`src/rtl/twa_pkg.sv`:
```
package twa_pkg;

    localparam int MAX_WORKERS = 16;
    localparam int WORKER_W    = $clog2(MAX_WORKERS);
    localparam int NWORK_W     = WORKER_W + 1;
    localparam int LOAD_W      = 40;
    localparam int WEIGHT_W    = 32;
    localparam int COUNT_W     = 32;
    localparam int STEP_W      = $clog2(COUNT_W);
    localparam int MODE_W      = 2;
    localparam int REG_IDX_W   = 1;
    localparam int CFG_W       = 5;
    localparam int S_DATA_W    = 40;
    localparam int M_DATA_W    = 8;

    localparam logic [LOAD_W-1:0] LOAD_MAX = {LOAD_W{1'b1}};

    localparam logic [MODE_W-1:0] MODE_DYNAMIC  = 2'd0;
    localparam logic [MODE_W-1:0] MODE_STATIC   = 2'd1;
    localparam logic [MODE_W-1:0] MODE_BALANCED = 2'd2;

    localparam logic CMD_SUBMIT = 1'b0;
    localparam logic CMD_WAIT   = 1'b1;

    localparam logic STATUS_OK       = 1'b0;
    localparam logic STATUS_REJECTED = 1'b1;

    localparam logic [REG_IDX_W-1:0] REG_SCHEDULE_MODE  = 1'd0;
    localparam logic [REG_IDX_W-1:0] REG_ACTIVE_WORKERS = 1'd1;

    localparam logic [CFG_W-1:0] WORKERS_RESET = CFG_W'(MAX_WORKERS);

    typedef struct packed {
        logic                en;
        logic [WORKER_W-1:0] idx;
        logic [LOAD_W-1:0]   data;
    } load_wr_t;

    typedef struct packed {
        logic [LOAD_W-1:0] diff;
        logic              lt;
    } alu_res_t;

endpackage

```
`src/rtl/task_worker_assigner.sv`:
```
// sequence from the accepting edge to the result in the output reg: wait, rejected or
//   dynamic requests go straight to done, static runs a bit-serial remainder (one bit a
//   cycle over 32 bits) then done, balanced scans n active workers (one load compared
//   per cycle), then updates the load, then done; one request at a time, the next is
//   taken once the result is in the output reg
// reset: loads and submit counter cleared, schedule_mode 0, active_workers 16
module task_worker_assigner
    import twa_pkg::*;
(
    input  logic                 clk,
    input  logic                 rst_n,
    // configuration write port
    input  logic                 cfg_wr_en,
    input  logic [REG_IDX_W-1:0] cfg_index,
    input  logic [CFG_W-1:0]     cfg_wdata,
    // request stream
    input  logic                 s_tvalid,
    output logic                 s_tready,
    input  logic [S_DATA_W-1:0]  s_tdata,   // [0] has_function, [32:1] task_weight, rest zero
    input  logic                 s_tuser,   // [0] command
    // result stream
    output logic                 m_tvalid,
    input  logic                 m_tready,
    output logic [M_DATA_W-1:0]  m_tdata    // [0] status, [1] is_targeted,
                                            // [5:2] worker_index, rest zero
);

    // sequencer states
    localparam logic [2:0] ST_IDLE = 3'd0;
    localparam logic [2:0] ST_DIV  = 3'd1;
    localparam logic [2:0] ST_SCAN = 3'd2;
    localparam logic [2:0] ST_UPD  = 3'd3;
    localparam logic [2:0] ST_DONE = 3'd4;

    logic [2:0]          state_reg, state_next;
    logic [MODE_W-1:0]   mode_reg;
    logic [CFG_W-1:0]    workers_reg;
    logic [COUNT_W-1:0]  count_reg, count_next;
    logic [COUNT_W-1:0]  dividend_reg, dividend_next;
    logic [WORKER_W-1:0] rem_reg, rem_next;
    logic [STEP_W-1:0]   step_reg, step_next;
    logic [WORKER_W-1:0] idx_reg, idx_next;
    logic [LOAD_W-1:0]   best_reg, best_next;
    logic [WORKER_W-1:0] target_reg, target_next;
    logic [WEIGHT_W-1:0] weight_reg, weight_next;
    logic [NWORK_W-1:0]  nwork_reg, nwork_next;
    logic                res_status_reg, res_status_next;
    logic                res_tgt_reg, res_tgt_next;
    logic [WORKER_W-1:0] res_idx_reg, res_idx_next;
    logic                out_valid_reg, out_valid_next;
    logic [M_DATA_W-1:0] out_data_reg, out_data_next;

    logic                accept;
    logic                in_cmd;
    logic                in_has_fn;
    logic [WEIGHT_W-1:0] in_weight;
    logic [NWORK_W-1:0]  nwork_eff;
    logic [NWORK_W-1:0]  rem_shift;
    logic [LOAD_W-1:0]   alu_a, alu_b;
    alu_res_t            alu_res;
    logic [LOAD_W-1:0]   load_rd;
    logic                load_clear;
    load_wr_t            load_wr;
    logic [LOAD_W:0]     sat_sum;

    assign accept    = s_tvalid && s_tready;
    assign in_cmd    = s_tuser;
    assign in_has_fn = s_tdata[0];
    assign in_weight = s_tdata[WEIGHT_W:1];
    assign s_tready  = (state_reg == ST_IDLE);
    assign m_tvalid  = out_valid_reg;
    assign m_tdata   = out_data_reg;

    // zero workers means one, anything above the pool size means the whole pool
    always_comb
    begin
        priority if (workers_reg == '0)
        begin
            nwork_eff = NWORK_W'(1);
        end
        else if (workers_reg > CFG_W'(MAX_WORKERS))
        begin
            nwork_eff = NWORK_W'(MAX_WORKERS);
        end
        else
        begin
            nwork_eff = NWORK_W'(workers_reg);
        end
    end

    // next partial remainder before the trial subtract
    assign rem_shift = {rem_reg, dividend_reg[COUNT_W-1]};

    // shared compare/subtract unit operand select
    always_comb
    begin
        if (state_reg == ST_SCAN)
        begin
            alu_a = load_rd;
            alu_b = best_reg;
        end
        else
        begin
            alu_a = LOAD_W'(rem_shift);
            alu_b = LOAD_W'(nwork_reg);
        end
    end

    twa_alu u_alu (
        .a   (alu_a),
        .b   (alu_b),
        .res (alu_res)
    );

    // saturating load update, carry out means past the top
    assign sat_sum = {1'b0, best_reg} + {{(LOAD_W+1-WEIGHT_W){1'b0}}, weight_reg};

    always_comb
    begin
        load_wr.en   = (state_reg == ST_UPD);
        load_wr.idx  = target_reg;
        load_wr.data = sat_sum[LOAD_W] ? LOAD_MAX : sat_sum[LOAD_W-1:0];
    end

    assign load_clear = accept && (in_cmd == CMD_WAIT);

    twa_load_bank u_load_bank (
        .clk     (clk),
        .rst_n   (rst_n),
        .clear   (load_clear),
        .rd_idx  (idx_reg),
        .rd_data (load_rd),
        .wr      (load_wr)
    );

    // sequencer
    always_comb
    begin
        state_next      = state_reg;
        count_next      = count_reg;
        dividend_next   = dividend_reg;
        rem_next        = rem_reg;
        step_next       = step_reg;
        idx_next        = idx_reg;
        best_next       = best_reg;
        target_next     = target_reg;
        weight_next     = weight_reg;
        nwork_next      = nwork_reg;
        res_status_next = res_status_reg;
        res_tgt_next    = res_tgt_reg;
        res_idx_next    = res_idx_reg;
        out_valid_next  = out_valid_reg;
        out_data_next   = out_data_reg;

        if (out_valid_reg && m_tready)
        begin
            out_valid_next = 1'b0;
        end

        unique case (state_reg)
            ST_IDLE:
            begin
                if (accept)
                begin
                    weight_next     = in_weight;
                    nwork_next      = nwork_eff;
                    res_status_next = STATUS_OK;
                    res_tgt_next    = 1'b0;
                    res_idx_next    = '0;
                    state_next      = ST_DONE;
                    if (in_cmd == CMD_WAIT)
                    begin
                        count_next = '0;
                    end
                    else if (!in_has_fn || (in_weight == '0))
                    begin
                        res_status_next = STATUS_REJECTED;
                    end
                    else if (mode_reg == MODE_STATIC)
                    begin
                        dividend_next = count_reg;
                        rem_next      = '0;
                        step_next     = STEP_W'(COUNT_W - 1);
                        state_next    = ST_DIV;
                    end
                    else if (mode_reg == MODE_BALANCED)
                    begin
                        idx_next   = '0;
                        state_next = ST_SCAN;
                    end
                    else
                    begin
                        // dynamic, and the unused mode code acts the same
                        count_next = count_reg + COUNT_W'(1);
                    end
                end
            end
            ST_DIV:
            begin
                // restoring remainder, one dividend bit per cycle
                rem_next      = alu_res.lt ? rem_shift[WORKER_W-1:0]
                                           : alu_res.diff[WORKER_W-1:0];
                dividend_next = {dividend_reg[COUNT_W-2:0], 1'b0};
                step_next     = step_reg - STEP_W'(1);
                if (step_reg == '0)
                begin
                    res_tgt_next = 1'b1;
                    res_idx_next = rem_next;
                    count_next   = count_reg + COUNT_W'(1);
                    state_next   = ST_DONE;
                end
            end
            ST_SCAN:
            begin
                // strict less-than keeps the lowest index on ties
                if ((idx_reg == '0) || alu_res.lt)
                begin
                    best_next   = load_rd;
                    target_next = idx_reg;
                end
                if ({1'b0, idx_reg} == (nwork_reg - NWORK_W'(1)))
                begin
                    state_next = ST_UPD;
                end
                else
                begin
                    idx_next = idx_reg + WORKER_W'(1);
                end
            end
            ST_UPD:
            begin
                res_tgt_next = 1'b1;
                res_idx_next = target_reg;
                count_next   = count_reg + COUNT_W'(1);
                state_next   = ST_DONE;
            end
            ST_DONE:
            begin
                // hand the result over once the output reg is free
                if (!out_valid_reg || m_tready)
                begin
                    out_valid_next = 1'b1;
                    out_data_next  = {{(M_DATA_W-2-WORKER_W){1'b0}},
                                      res_idx_reg, res_tgt_reg, res_status_reg};
                    state_next     = ST_IDLE;
                end
            end
            default:
            begin
                state_next = ST_IDLE;
            end
        endcase
    end

    // control state
    always_ff @(posedge clk or negedge rst_n)
    begin
        if (!rst_n)
        begin
            state_reg     <= ST_IDLE;
            count_reg     <= '0;
            out_valid_reg <= 1'b0;
            mode_reg      <= MODE_DYNAMIC;
            workers_reg   <= WORKERS_RESET;
        end
        else
        begin
            state_reg     <= state_next;
            count_reg     <= count_next;
            out_valid_reg <= out_valid_next;
            if (cfg_wr_en)
            begin
                unique case (cfg_index)
                    REG_SCHEDULE_MODE:  mode_reg    <= cfg_wdata[MODE_W-1:0];
                    REG_ACTIVE_WORKERS: workers_reg <= cfg_wdata;
                    default:            ;
                endcase
            end
        end
    end

    // datapath registers
    always_ff @(posedge clk)
    begin
        dividend_reg   <= dividend_next;
        rem_reg        <= rem_next;
        step_reg       <= step_next;
        idx_reg        <= idx_next;
        best_reg       <= best_next;
        target_reg     <= target_next;
        weight_reg     <= weight_next;
        nwork_reg      <= nwork_next;
        res_status_reg <= res_status_next;
        res_tgt_reg    <= res_tgt_next;
        res_idx_reg    <= res_idx_next;
        out_data_reg   <= out_data_next;
    end

endmodule

```
`src/rtl/twa_alu.sv`:
```
module twa_alu
    import twa_pkg::*;
(
    input  logic [LOAD_W-1:0] a,
    input  logic [LOAD_W-1:0] b,
    output alu_res_t          res
);

    logic [LOAD_W:0] sub;

    // one wide subtract; the borrow doubles as the less-than flag
    assign sub      = {1'b0, a} - {1'b0, b};
    assign res.diff = sub[LOAD_W-1:0];
    assign res.lt   = sub[LOAD_W];

endmodule

```
`src/rtl/twa_load_bank.sv`:
```
module twa_load_bank
    import twa_pkg::*;
(
    input  logic                clk,
    input  logic                rst_n,
    input  logic                clear,
    input  logic [WORKER_W-1:0] rd_idx,
    output logic [LOAD_W-1:0]   rd_data,
    input  load_wr_t            wr
);

    logic [LOAD_W-1:0]      load_reg [MAX_WORKERS];
    logic [MAX_WORKERS-1:0] valid_reg;
    logic [MAX_WORKERS-1:0] valid_next;

    // an entry without its valid bit reads as zero load
    assign rd_data = valid_reg[rd_idx] ? load_reg[rd_idx] : '0;

    always_comb
    begin
        valid_next = valid_reg;
        if (clear)
        begin
            valid_next = '0;
        end
        else if (wr.en)
        begin
            valid_next[wr.idx] = 1'b1;
        end
    end

    always_ff @(posedge clk or negedge rst_n)
    begin
        if (!rst_n)
        begin
            valid_reg <= '0;
        end
        else
        begin
            valid_reg <= valid_next;
        end
    end

    always_ff @(posedge clk)
    begin
        if (wr.en && !clear)
        begin
            load_reg[wr.idx] <= wr.data;
        end
    end

endmodule

```
`config.mk`:
```
export PLATFORM = sky130hd
export DESIGN_NAME = task_worker_assigner
export DESIGN_NICKNAME = d
export VERILOG_FILES = /design/src/rtl/twa_pkg.sv /design/src/rtl/task_worker_assigner.sv /design/src/rtl/twa_alu.sv /design/src/rtl/twa_load_bank.sv
export SDC_FILE = /design/constraint.sdc
export NUM_CORES = 1
export LEC_CHECK = 0
export BUFFER_PORTS_ARGS = -buffer_cell sky130_fd_sc_hd__buf_2
export CORE_AREA = 10 10 256 258
export CTS_BUF_LIST = sky130_fd_sc_hd__clkbuf_4 sky130_fd_sc_hd__clkbuf_8
export DETAILED_ROUTE_END_ITERATION = 6
export DIE_AREA = 0 0 266 268
export PLACE_DENSITY = 0.76
export SYNTH_ARGS = -nofsm -noshare
export SYNTH_HDL_FRONTEND = slang
export SYNTH_SLANG_ARGS = --single-unit
```
`constraint.sdc`:
```
create_clock -name clk -period 9.22 [get_ports clk]
set_clock_uncertainty 0.15 [all_clocks]
set_input_delay 2.766 -clock clk [delete_from_list [all_inputs] [get_ports clk]]
set_output_delay 2.766 -clock clk [all_outputs]
set_load 0.02 [all_outputs]
```
# Yosys cells after proc, flatten, opt, wreduce, memory -nomap -nowiden
# Memory sizes are Yosys's and may differ from the RTL's. A register that Yosys moved wholly into a read port is not among the register bits.
# Index checks and enable logic that the tools add are counted.
# op_classes
eq_ne	20
n_mux	63
add_sub_neg	6
n_reduce_logical	31
n_lt_le_gt_ge	4
bitwise	2
# ops
cell	count
$mux W32	10
$mux W40	4
$pmux W32 S3	1
$pmux W32 S2	1
$mux W4	14
$add A40 B32 Y41	1
$sub A40 B40 Y41	1
$add A32 B1 Y32 const B	1
$logic_not A32 Y1	1
$mux W16	2
$mux W5	5
$mux W3	8
$or A16 B16 Y16	1
$pmux W4 S2	2
$pmux W3 S5	1
$ne A2 B2 Y1 const B	6
$pmux W4 S3	1
$logic_not A5 Y1	2
$lt A4 B5 Y1 const B	2
$mux W1	10
$pmux W5 S2	1
$reduce_and A2 Y1	5
$sub A5 B1 Y5 const B	2
$ne A3 B3 Y1 const B	3
other kinds (27)	41
# word_totals
mem_count	1
reg_bits	197
ram_bits	640
out_inout_bits	10
# mem_list
name	words	width	rd	rd_ports_with_merged_regs	wr	line	text
u_load_bank.load_reg	16	40	1	1	1	twa_load_bank.sv:12	logic [LOAD_W-1:0] load_reg [MAX_WORKERS];

# Longest topological paths before layout
# Gate-level depths: netlist (run 1).
# logic_depth
ltp_word	8
mapped_depth	17
mapped_depth_nobuf	15

# By module
# From an unflattened synthesis (run 1), not the netlist that was laid out.
# hier_totals
hier_cells	2403
area_unflattened_um2	37185.7
# by_module_without_submodules
mod	n_inst	cells_each	area_each_um2	seq_area_each_um2
twa_load_bank	1	1051	24777.5	19618.8
task_worker_assigner	1	974	9902.0	5221.3
twa_alu	1	378	2506.2	0.0

# Worst setup path after synthesis (run 1)
# OpenSTA, ideal clock, no wires.
# synth_timing
path_type	input-to-reg
from	in s_tdata[29]
to	reg dividend_reg[0], enable pin
t_required_ps	8580
n_path_buf	0
setup_time_ps	490
stages	6
t_arrival_ps	6092
setup_slack_ps	2488
cell_sequence	nor4_1 -> nand4_1 -> o21ai_0 -> nor2_1 -> a31oi_1 -> nor3_1
# synth_via
elab_chain_cells	4
# synth_lines
element	line	text
start: declaration	task_worker_assigner.sv:19	input logic [S_DATA_W-1:0] s_tdata,
$logic_not A32 Y1	task_worker_assigner.sv:175	else if (!in_has_fn || (in_weight == '0))
$logic_or A1 B1 Y1	task_worker_assigner.sv:175	
$ne A2 B2 Y1 (no source line)	--	
$reduce_and A5 Y1 (no source line)	--	
end signal: assignment	task_worker_assigner.sv:285	dividend_reg <= dividend_next;
end: declaration	task_worker_assigner.sv:39	logic [COUNT_W-1:0] dividend_reg, dividend_next;
# Every way passes these cells.
# A chain may end at the register's enable or synchronous reset.

==> summary.txt, run 1 <==
Status
  – Outcome: complete, no violations

Yosys
  – Count of warnings emitted by yosys: 0
  – Synthesized instance count: 2101
  – Syn Std Cell Area: 35800 sq um
  – Synth Area in Adders: 2.98%
  – Synth Register Bits: around 840
  – Synth Area in Simple Gates: 7.08%
  – Yosys cell types: 69
  – Main combinational cell family by area after synthesis: multiplexers
  – Sequential share of the synthesized area: 69.6%
  – Post-synth EDFFs: between 700 and 800
  – Post-synthesis xor/xnor area fraction: 1.49%
  – Mux cell area share after synthesis: 13.6%
  – Mean post-synth cell area: 17.0 sq um
  – Dominant synthesized flop cell: edfxtp_1
  – Ys async rst share: between 7 and 8%
  – Compound-gate portion of the synthesized area: 3.73%

Global route
  – GRT Util Overall: around 23%
  – Vias in the first global route: between 15000 and 20000
  – Met1 Use GR: 31.6%
  – Total gr overflow: 0
  – Global-route track usage on met3: 5.44%
  – Largest net degree at the start of global routing: 84
  – Met2 Track Usage GR: roughly a third
  – GR peak layer: met2
  – Initial antenna violation count: 0
  – Global-route wire length before repair: 121 mm

Critical path
  – R2R Path End: best_reg[30]
  – Worst setup SP type: flop
  – Slowest CP cell: dfxtp_4
  – Worst setup path class: flop to flop
  – R2R setup slack: 2260 ps
  – Worst R2R Path Depth: 12
  – Largest stage delay, worst path: 1060 ps
  – Arrival time of the worst setup path: about 7200 ps
  – Crit-path cells: buf_4 -> mux4_2 -> mux4_2 -> and3_1 -> ha_1 -> a2111o_1 -> o21ai_0 -> a211oi_1 -> o21ai_0 -> nand2_1 -> a21oi_4 -> buf_4
  – Req. time, crit path: roughly 9500 ps
  – Crit Path Max Fanout: 68
  – Crit. End Element: flop

Job
  – Max Cap Viol: 0

Placement
  – Buffers on Ports: 52
  – Post-DP HPWL: 44.4 mm
  – GP Congestion: about 0.96

Finish
  – # fillers: 4046
  – Area growth syn-to-layout: 10.9%
  – Share of cells above drive strength 1: a little under a quarter
  – Final core utilization: 66.1%
  – ANT cells: 0
  – Max reg flops: 640
  – Final #Nets: 2366

Floorplan
  – Top Ports: 62
  – Die width: 266 microns
  – Die height: 268 microns
  – Initial Util: 59.6%
  – Core box area: 60100 sq um
  – Area of the die: slightly above 70000 sq um
  – Core Rows: 90

Detailed routing
  – Drt initial violations: 2235
  – Vias/cell: 6.28
  – Vias post-DR: 19544
  – DRT antenna net count: 0
  – Avg WL per Cell: 25.3 microns
  – DRC viols: 0
  – Drt pass-1 iters: 7
  – Final WL: about 79 mm

Clocking
  – Num CTS Buffers: 133
  – Clock-pin slew on the worst setup and hold paths: around 60 ps
  – Post-cts resize count: 0
  – Skew-Pair Late Insertion Delay: 790 ps
  – Clock tree from TritonCTS: yes
  – H-Tree Depth: 4
  – CTS Root Buffer Type: clkbuf_8
  – Cts hold-fix bufs: 0
  – Post-CTS setup buffers: 0
  – Longest Clk Path Bufs: 3
  – TritonCTS Sinks: approximately 840

Timing
  – TNS Setup: 0 ps
  – Final setup vio count: 0
  – Rel. slew slack: 17.8%
  – RSZ-0062 raised after global routing: no
  – Hold Vio Cnt, Final: 0
  – Slew of the pin with the lowest slew margin: 1230 ps
  – Min cycle time layout: about 7000 ps
  – Period utilization: 75.5%
  – Count of final max-slew check failures: 0
  – Maximum clock rate: 144 MHz

Pwr
  – Power Density: between 200 and 300 nW/um^2
  – Worst VDD drop: around 0.00024 V
  – Leak pwr: 13.7 nW

Hold path
  – Hold depth: 0
  – Hold_sp: res_status_reg
  – Hold EP: m_tdata[0]
  – HP Class: flop to flop
-- synthesized netlist by cell type, types with 3 or more instances --
cell      number  area (sq um)
a211oi_1       7          52.6
a21o_1        32           240
a21oi_1       63           315
a31oi_1        7          43.8
and2_1        50           313
and3_1        43           269
and4_1         6          52.6
buf_1         12          45.0
buf_2         15          75.1
clkbuf_1      63           236
dfrtp_1       58          1450
dfxtp_1        4          80.1
edfxtp_1     778         23400
ha_1          82          1030
inv_1         43           161
mux2_2        16           180
mux2i_1        8          80.1
mux4_2       205          4620
nand2_1      222           833
nand2b_1       6          37.5
nand3_1       25           125
nand4_1       15          93.8
nor2_1       102           383
nor2b_1        6          37.5
nor3_1        26           130
nor4_1        10          62.6
o21a_1         7          52.6
o21ai_0       54           270
o21bai_1       6          45.0
o311ai_0       3          26.3
o31ai_1        4          30.0
or2_2          3          18.8
or3_1         13          81.3
xnor2_1       37           324
xor2_1        24           210
-- per-layer routing --
layer	vias to the layer above	part of all wire [%]
li1	8516	-
met1	10100	42
met2	816	48
met3	112	8.6
met4	0	2.0
met5	-	0
-- per-stage QoR --
stage | setup WS (ps) | hold WS, ps | std cells | instance area, sq um | total power [mW]
2_1_floorplan | 2490 | 250 | 2102 | 35800 | 6.79
3_3_place_gp | 2520 | 255 | 2877 | 37100 | 7.47
3_5_place_dp | 2480 | 267 | 2877 | 37100 | 7.55
4_1_cts | 2480 | 277 | 3110 | 39700 | 10.6
5_1_grt | 2050 | 278 | 3110 | 39700 | 11.0
6_report | 2260 | 274 | 3110 | 39700 | 10.6
-- worst max-delay path by stage --
stage                startpoint         endpoint  slack, ps  cells after the start
floorplan           s_tdata[29]  dividend_reg[0]       2490                      6
global placement           flop     best_reg[24]       2520                     13
detailed placement         flop     best_reg[24]       2480                     12
CTS                        flop     best_reg[30]       2480                     13
global route               flop     best_reg[30]       2050                     13
finish                     flop     best_reg[30]       2260                     12
-- logic make-up after synthesis --
| logic type | after synthesis |
|---|---|
| AOI/OAI and AO/OA | 213 |
| xor gates and xnor gates | 61 |
| adders and majority gates | 84 |
| buffers and inverters | 136 |
| DFF | 841 |
| muxes | 229 |
| other | 1 |
| and+or+nand+nor | 536 |
-- worst max-delay path: cells and delay by family (launching register included) --
| family | cells | cell delay [ps] |
|---|---|---|
| buf+inv | 2 | 980 |
| compound gates | 5 | 2530 |
| simple gates | 2 | 580 |
| mux | 2 | 880 |
| fa+ha+maj | 1 | 310 |
| flops | 1 | 1060 |
-- area by class of cell --
class	instances	area (sq um)	share of cell area (%)
clock buffer	188	2310	5.82
clock inverter	45	298	0.749
inverter	43	161	0.406
multi-input combinational	1125	10500	26.4
sequential	841	24900	62.7
tap	782	978	2.46
timing repair buffer	86	553	1.39
-- cells in the final DEF (no fill, tap or decap), types with 4 or more instances in the layout --
cell,instances
mux2i_1,8
and3_1,43
or3_1,13
clkbuf_4,44
a21o_1,32
buf_4,31
clkinv_1,27
o31ai_1,4
and2_1,49
mux4_2,205
dfrtp_1,58
nand2b_1,6
a211oi_1,7
clkinv_2,7
clkbuf_8,144
nor2b_1,6
mux2_2,16
xor2_1,24
o21a_1,7
inv_1,43
buf_2,52
o21bai_1,6
a21oi_1,62
ha_1,82
o21ai_0,53
nand4_1,15
a31oi_1,7
nor4_1,10
nor2_4,12
nand2_1,222
nor3_2,6
nor2_1,89
nor3_1,20
edfxtp_1,778
clkinvlp_4,5
xnor2_1,37
and4_1,6
nand3_1,25
-- power by group --
part           internal [mW]  total [mW]  leakage (nW)  switching (mW)
sequential              4.69        4.97          7.76           0.282
clock                   1.70        3.11          1.37            1.41
combinational           1.15        2.48          4.58            1.34
Power figures use the tool's default switching activity.
==> inputs of run 2 (changes only) <==
- clock period: 9.22 -> 6.6 ns (I/O delays scaled with it)
==> summary.txt, run 2 (synthesis gave the netlist of run 1 again) <==
Timing
  – TNS Setup: 0 ps (unchanged)
  – Count of final max-slew check failures: 0 (unchanged)
  – Maximum clock rate: 171 MHz (+19%)
  – Period utilization: 88.8% (+13 points)
  – Hold_ws: 276 ps (+1.33 ps)
  – Post-route setup slack: 741 ps (-1520 ps)
  – Slew of the pin with the lowest slew margin: 1220 ps (-8.26 ps)
  – Rel. slew slack: 18.0% (+0.18 points)
  – Hold Vio Cnt, Final: 0 (unchanged)
  – RSZ-0062 raised after global routing: no
  – Min cycle time layout: 5860 ps (-1100 ps)
  – Final setup vio count: 0 (unchanged)

Critical path
  – Largest stage delay, worst path: 740 ps (-320 ps)
  – Req. time, crit path: 6860 ps (-2640 ps)
  – CP startpoint: idx_reg[0]
  – Worst setup path class: flop to flop
  – Crit-path cells: mux4_2 -> mux4_2 -> buf_4 -> and3_1 -> ha_1 -> a21oi_1 -> o21ai_0 -> a221oi_1 -> o21ai_0 -> o21ai_0 -> nand2_1 -> a21oi_4 -> buf_4
  – Crit. End Element: flop
  – Worst setup SP type: flop
  – Slowest CP cell: mux4_2
  – Arrival time of the worst setup path: 6120 ps (-1120 ps)
  – Crit Reg-Reg Startpoint: idx_reg[0]
  – Cell mode on critical path: o21ai_0
  – Crit Path Max Fanout: 37 (-46%)

Global route
  – Total gr overflow: 0 (unchanged)
  – Global-route wire length before repair: 122 mm (+0.72%)
  – Initial antenna violation count: 0 (unchanged)
  – GRT Util Overall: 22.8% (+0.20 points)
  – Vias in the first global route: 20085 (+0.46%)
  – Largest net degree at the start of global routing: 60 (-29%)

Placement
  – Buffers on Ports: 52 (unchanged)
  – GP Congestion: 0.925 (-3.5%)
  – Placed cell area: 37200 sq um (+0.24%)
  – Pre-CTS setup slack: 809 ps (-1670 ps)
  – Inst Count DP: 2887 (+0.35%)
  – Post-DP HPWL: 46.2 mm (+4.0%)

Clocking
  – Post-CTS setup buffers: 0 (unchanged)
  – Skew-Pair Late Insertion Delay: 780 ps (about the same)
  – CTS Root Buffer Type: clkbuf_8
  – Clock-pin slew on the worst setup and hold paths: 60 ps (about the same)
  – TritonCTS Sinks: 841 (unchanged)
  – Num CTS Buffers: 134 (+0.75%)
  – Longest Clk Path Bufs: 3 (unchanged)
  – Clock tree from TritonCTS: yes
  – H-Tree Depth: 4 (unchanged)
  – Post-cts resize count: 0 (unchanged)
  – Cts hold-fix bufs: 0 (unchanged)

Pwr
  – Power Density: 367 nW/um^2 (+38%)
  – Worst VDD drop: 0.000235 V (-0.90%)
  – Power consumption: 14.6 mW (+38%)
  – Leak pwr: 13.7 nW (+0.16%)

Finish
  – Area growth syn-to-layout: 10.9% (about the same)
  – ANT cells: 0 (unchanged)
  – Max reg flops: 640 (unchanged)
  – Final #Nets: 2377 (+0.46%)
  – Share of cells above drive strength 1: 23.9% (+0.20 points)
  – Final core utilization: 66.1% (about the same)
  – Fin area: 39700 sq um (about the same)
  – Commonest non-fill, non-tap cells in the layout: 778 x edfxtp_1, 222 x nand2_1, 205 x mux4_2
  – Non-Filler Instances: 3124 (+0.45%)
  – Leading cell type in the layout, fill and taps excluded: edfxtp_1

Floorplan
  – Die height: 268 microns (unchanged)
  – Top Ports: 62 (unchanged)
  – Core box area: 60100 sq um (unchanged)
  – Core Rows: 90 (unchanged)
  – Initial Util: 59.6% (unchanged)
  – Die width: 266 microns (unchanged)
  – Area of the die: 71300 sq um (unchanged)

Detailed routing
  – DRC viols: 1 (+1)
  – Drt initial violations: 2079 (-7.0%)
  – DRT antenna net count: 0 (unchanged)
  – Avg WL per Cell: 25.2 microns (-0.20%)
  – Vias/cell: 6.35 (+1.1%)
  – Final WL: 78.8 mm (+0.25%)
  – Vias post-DR: 19852 (+1.6%)
  – Drt pass-1 iters: 7 (unchanged)

Status
  – Failing checks: DRC
  – Outcome: complete, but fails checks

Hold path
  – HP Class: flop to flop
  – Hold_sp: res_tgt_reg

Job
  – Max Cap Viol: 0 (unchanged)
[run 2: area by class of cell]
type | count | area [sq um]
clock buffers | 179 | 2240
clock inverters | 58 | 282
fillers | 4005 | 20400
inverters | 43 | 161
multi-input cells | 1125 | 10500
flip-flops and latches | 841 | 24900
well taps | 782 | 978
repair buffers | 96 | 641
[run 2: path summary, 6_finish.rpt]
check	end	slack, ps	cells after the start
max in group asynchronous	count_reg[14]	4550	2
setup reg to reg	best_reg[12]	740	13
hold / removal	m_tdata[1]	280	0
setup / recovery	best_reg[12]	740	13
hold reg to reg	m_tdata[1]	280	0
min in group asynchronous	workers_reg[3]	1210	2
[run 2: power breakdown]
group,internal [mW],switching [mW],total (mW)
Clock,2.21,1.96,4.17
Sequential,6.55,0.233,6.78
Combinational,1.62,2.03,3.65
[run 2: worst max-delay path, delay by kind of cell, from the launching register on]
kind,cells,cell delay [ps]
flip-flops,1,670
AO/OA/AOI/OAI,6,1720
AND/OR/NAND/NOR,2,580
adder cells (fa/ha/maj),1,300
multiplexers,2,1310
buffers and inverters,2,720
[run 2: layer usage]
metal | track usage (%) | part of all wire [%] | wire, microns | up-vias
met3 | 4.79 | 8.9 | 6990 | 116
met1 | 32.5 | 42 | 32800 | 10230
met4 | 7.29 | 1.8 | 1460 | 0
met5 | 0 | 0 | 0 | -
met2 | 35.3 | 48 | 37600 | 934
li1 | - | - | - | 8572
==> inputs of run 3 (changes only) <==
- REMOVE_ABC_BUFFERS: not set -> 1
==> summary.txt, run 3 (synthesis gave the netlist of run 1 again) <==
Critical path
  – Worst setup SP type: flop
  – R2R setup slack: 600 ps (-140 ps)
  – Arrival time of the worst setup path: 6280 ps (+160 ps)
  – R2R Path End: best_reg[21]
  – Crit Reg-Reg Startpoint: idx_reg[0]
  – Crit Path Max Fanout: 40 (+8.1%)
  – Crit. End Element: flop
  – Worst R2R Path Depth: 14 (+1)
  – Worst setup path class: flop to flop
  – Req. time, crit path: 6880 ps (+20 ps)

Finish
  – Final #Nets: 2382 (+0.21%)
  – Max reg flops: 640 (unchanged)
  – Leading cell type in the layout, fill and taps excluded: edfxtp_1
  – Area growth syn-to-layout: 11.4%
  – Register area: 24900 sq um (unchanged)
  – Commonest non-fill, non-tap cells in the layout: 778 x edfxtp_1, 222 x nand2_1, 205 x mux4_2
  – Share of cells above drive strength 1: 24.3% (+0.44 points)
  – # fillers: 3919 (-2.1%)
  – Area of the multi-input gates: 10500 sq um (unchanged)

Floorplan
  – Die height: 268 microns (unchanged)
  – Core box area: 60100 sq um (unchanged)
  – Die width: 266 microns (unchanged)
  – Area of the die: 71300 sq um (unchanged)
  – Initial Util: 59.6% (unchanged)
  – Core Rows: 90 (unchanged)
  – Top Ports: 62 (unchanged)

Placement
  – Buffers on Ports: 52 (unchanged)
  – GP Congestion: 0.894 (-3.3%)
  – Post-DP HPWL: 45.9 mm (-0.58%)

Hold path
  – Hold depth: 0 (unchanged)
  – Hold EP: m_tdata[3]
  – Hold_sp: res_idx_reg[1]
  – HP Class: flop to flop

Detailed routing
  – Drt pass-1 iters: 7 (unchanged)
  – Vias post-DR: 19747 (-0.53%)
  – DRT antenna net count: 0 (unchanged)
  – DRC viols: 0 (-1)
  – Vias/cell: 6.32 (-0.53%)
  – Final WL: 79.2 mm (+0.41%)
  – Avg WL per Cell: 25.3 microns (+0.41%)
  – Drt initial violations: 1946 (-6.4%)

Timing
  – Period utilization: 90.9% (+2.1 points)
  – TNS Setup: 0 ps (unchanged)
  – Rel. slew slack: 14.7% (-3.3 points)
  – Final setup vio count: 0 (unchanged)
  – Count of final max-slew check failures: 0 (unchanged)
  – Min cycle time layout: 6000 ps (+141 ps)
  – Hold Vio Cnt, Final: 0 (unchanged)
  – Hold_ws: 271 ps (-4.45 ps)
  – RSZ-0062 raised after global routing: no
  – Slew of the pin with the lowest slew margin: 1270 ps (+54.3 ps)
  – Maximum clock rate: 167 MHz (-2.4%)

Clocking
  – Longest Clk Path Bufs: 3 (unchanged)
  – H-Tree Depth: 4 (unchanged)
  – Clock tree from TritonCTS: yes
  – Post-CTS setup buffers: 0 (unchanged)
  – Skew-Pair Late Insertion Delay: 800 ps (+20 ps)
  – Clock-pin slew on the worst setup and hold paths: 60 ps (about the same)
  – Post-cts resize count: 0 (unchanged)
  – TritonCTS Sinks: 841 (unchanged)
  – Num CTS Buffers: 134 (unchanged)
  – Cts hold-fix bufs: 0 (unchanged)
  – CTS Root Buffer Type: clkbuf_8

Global route
  – Global-route wire length before repair: 122 mm (-0.18%)
  – Initial antenna violation count: 1 (+1)
  – Total gr overflow: 0 (unchanged)
  – GRT Util Overall: 22.8% (-0.025 points)
  – Largest net degree at the start of global routing: 84 (+40%)
  – Vias in the first global route: 20292 (+1.0%)

Pwr
  – Leak pwr: 13.8 nW (+0.55%)
  – Power Density: 371 nW/um^2 (+1.1%)
  – Worst VDD drop: 0.000237 V (+0.71%)

Status
  – Outcome: complete, no violations

Job
  – Max Cap Viol: 0 (unchanged)
-- run 3: final cells by class --
cell class	count	share of cell area [%]
timing repair buffer	101	1.76
clock buffer	184	5.69
antenna	1	0.00627
tap	782	2.45
sequential	841	62.5
multi-input combinational	1125	26.3
inverter	43	0.405
clock inverter	47	0.850
-- run 3: report_power, final --
part / total [mW] / switching, mW / leakage (nW) / internal (mW)
combinational: 3.65 / 2.00 / 4.67 / 1.65
sequential: 6.81 / 0.266 / 7.76 / 6.55
clock: 4.35 / 1.97 / 1.38 / 2.38
-- run 3: worst max-delay path by stage --
stage | startpoint | endpoint | slack [ps] | cells after the start
global route | idx_reg[0] | best_reg[14] | 340 | 14
finish | idx_reg[0] | best_reg[21] | 600 | 14
detailed placement | idx_reg[0] | best_reg[22] | 660 | 14
floorplan | flop | best_reg[0] | -5560 | 12
global placement | idx_reg[0] | best_reg[23] | 760 | 14
CTS | idx_reg[0] | best_reg[11] | 610 | 14
-- run 3: layer usage --
metal  global-route usage [%]  vias up  share of wire [%]
met3                     4.77      181                7.3
met5                        0        -                  0
met4                     8.65        0                3.1
met2                     36.9      844                 49
li1                         -     8578                  -
met1                     30.4    10144                 40
-- run 3: metrics by stage --
stage               area [sq um]  utilization (%)  power [mW]  cells  setup WS (ps)
floorplan                  35400                -        9.88   2009          -5560
global placement           37300             62.0        10.5   2892            762
detailed placement         37300             62.0        10.6   2892            659
CTS                        39900             66.3        14.9   3123            611
global route               39900             66.3        15.5   3124            345
finish                     39900             66.3        14.8   3124            600
-- run 3: critical path, stage by stage (launching register included) --
cell and delay, ps:
edfxtp_1 660, mux4_2 570, mux4_2 820, buf_4 360, and2_1 180, mux2_2 260, ha_1 340, a21oi_1 160
a21oi_1 80, o21ai_0 440, a211oi_1 130, o21ai_0 550, nand2_1 330, a21oi_4 200, buf_4 370
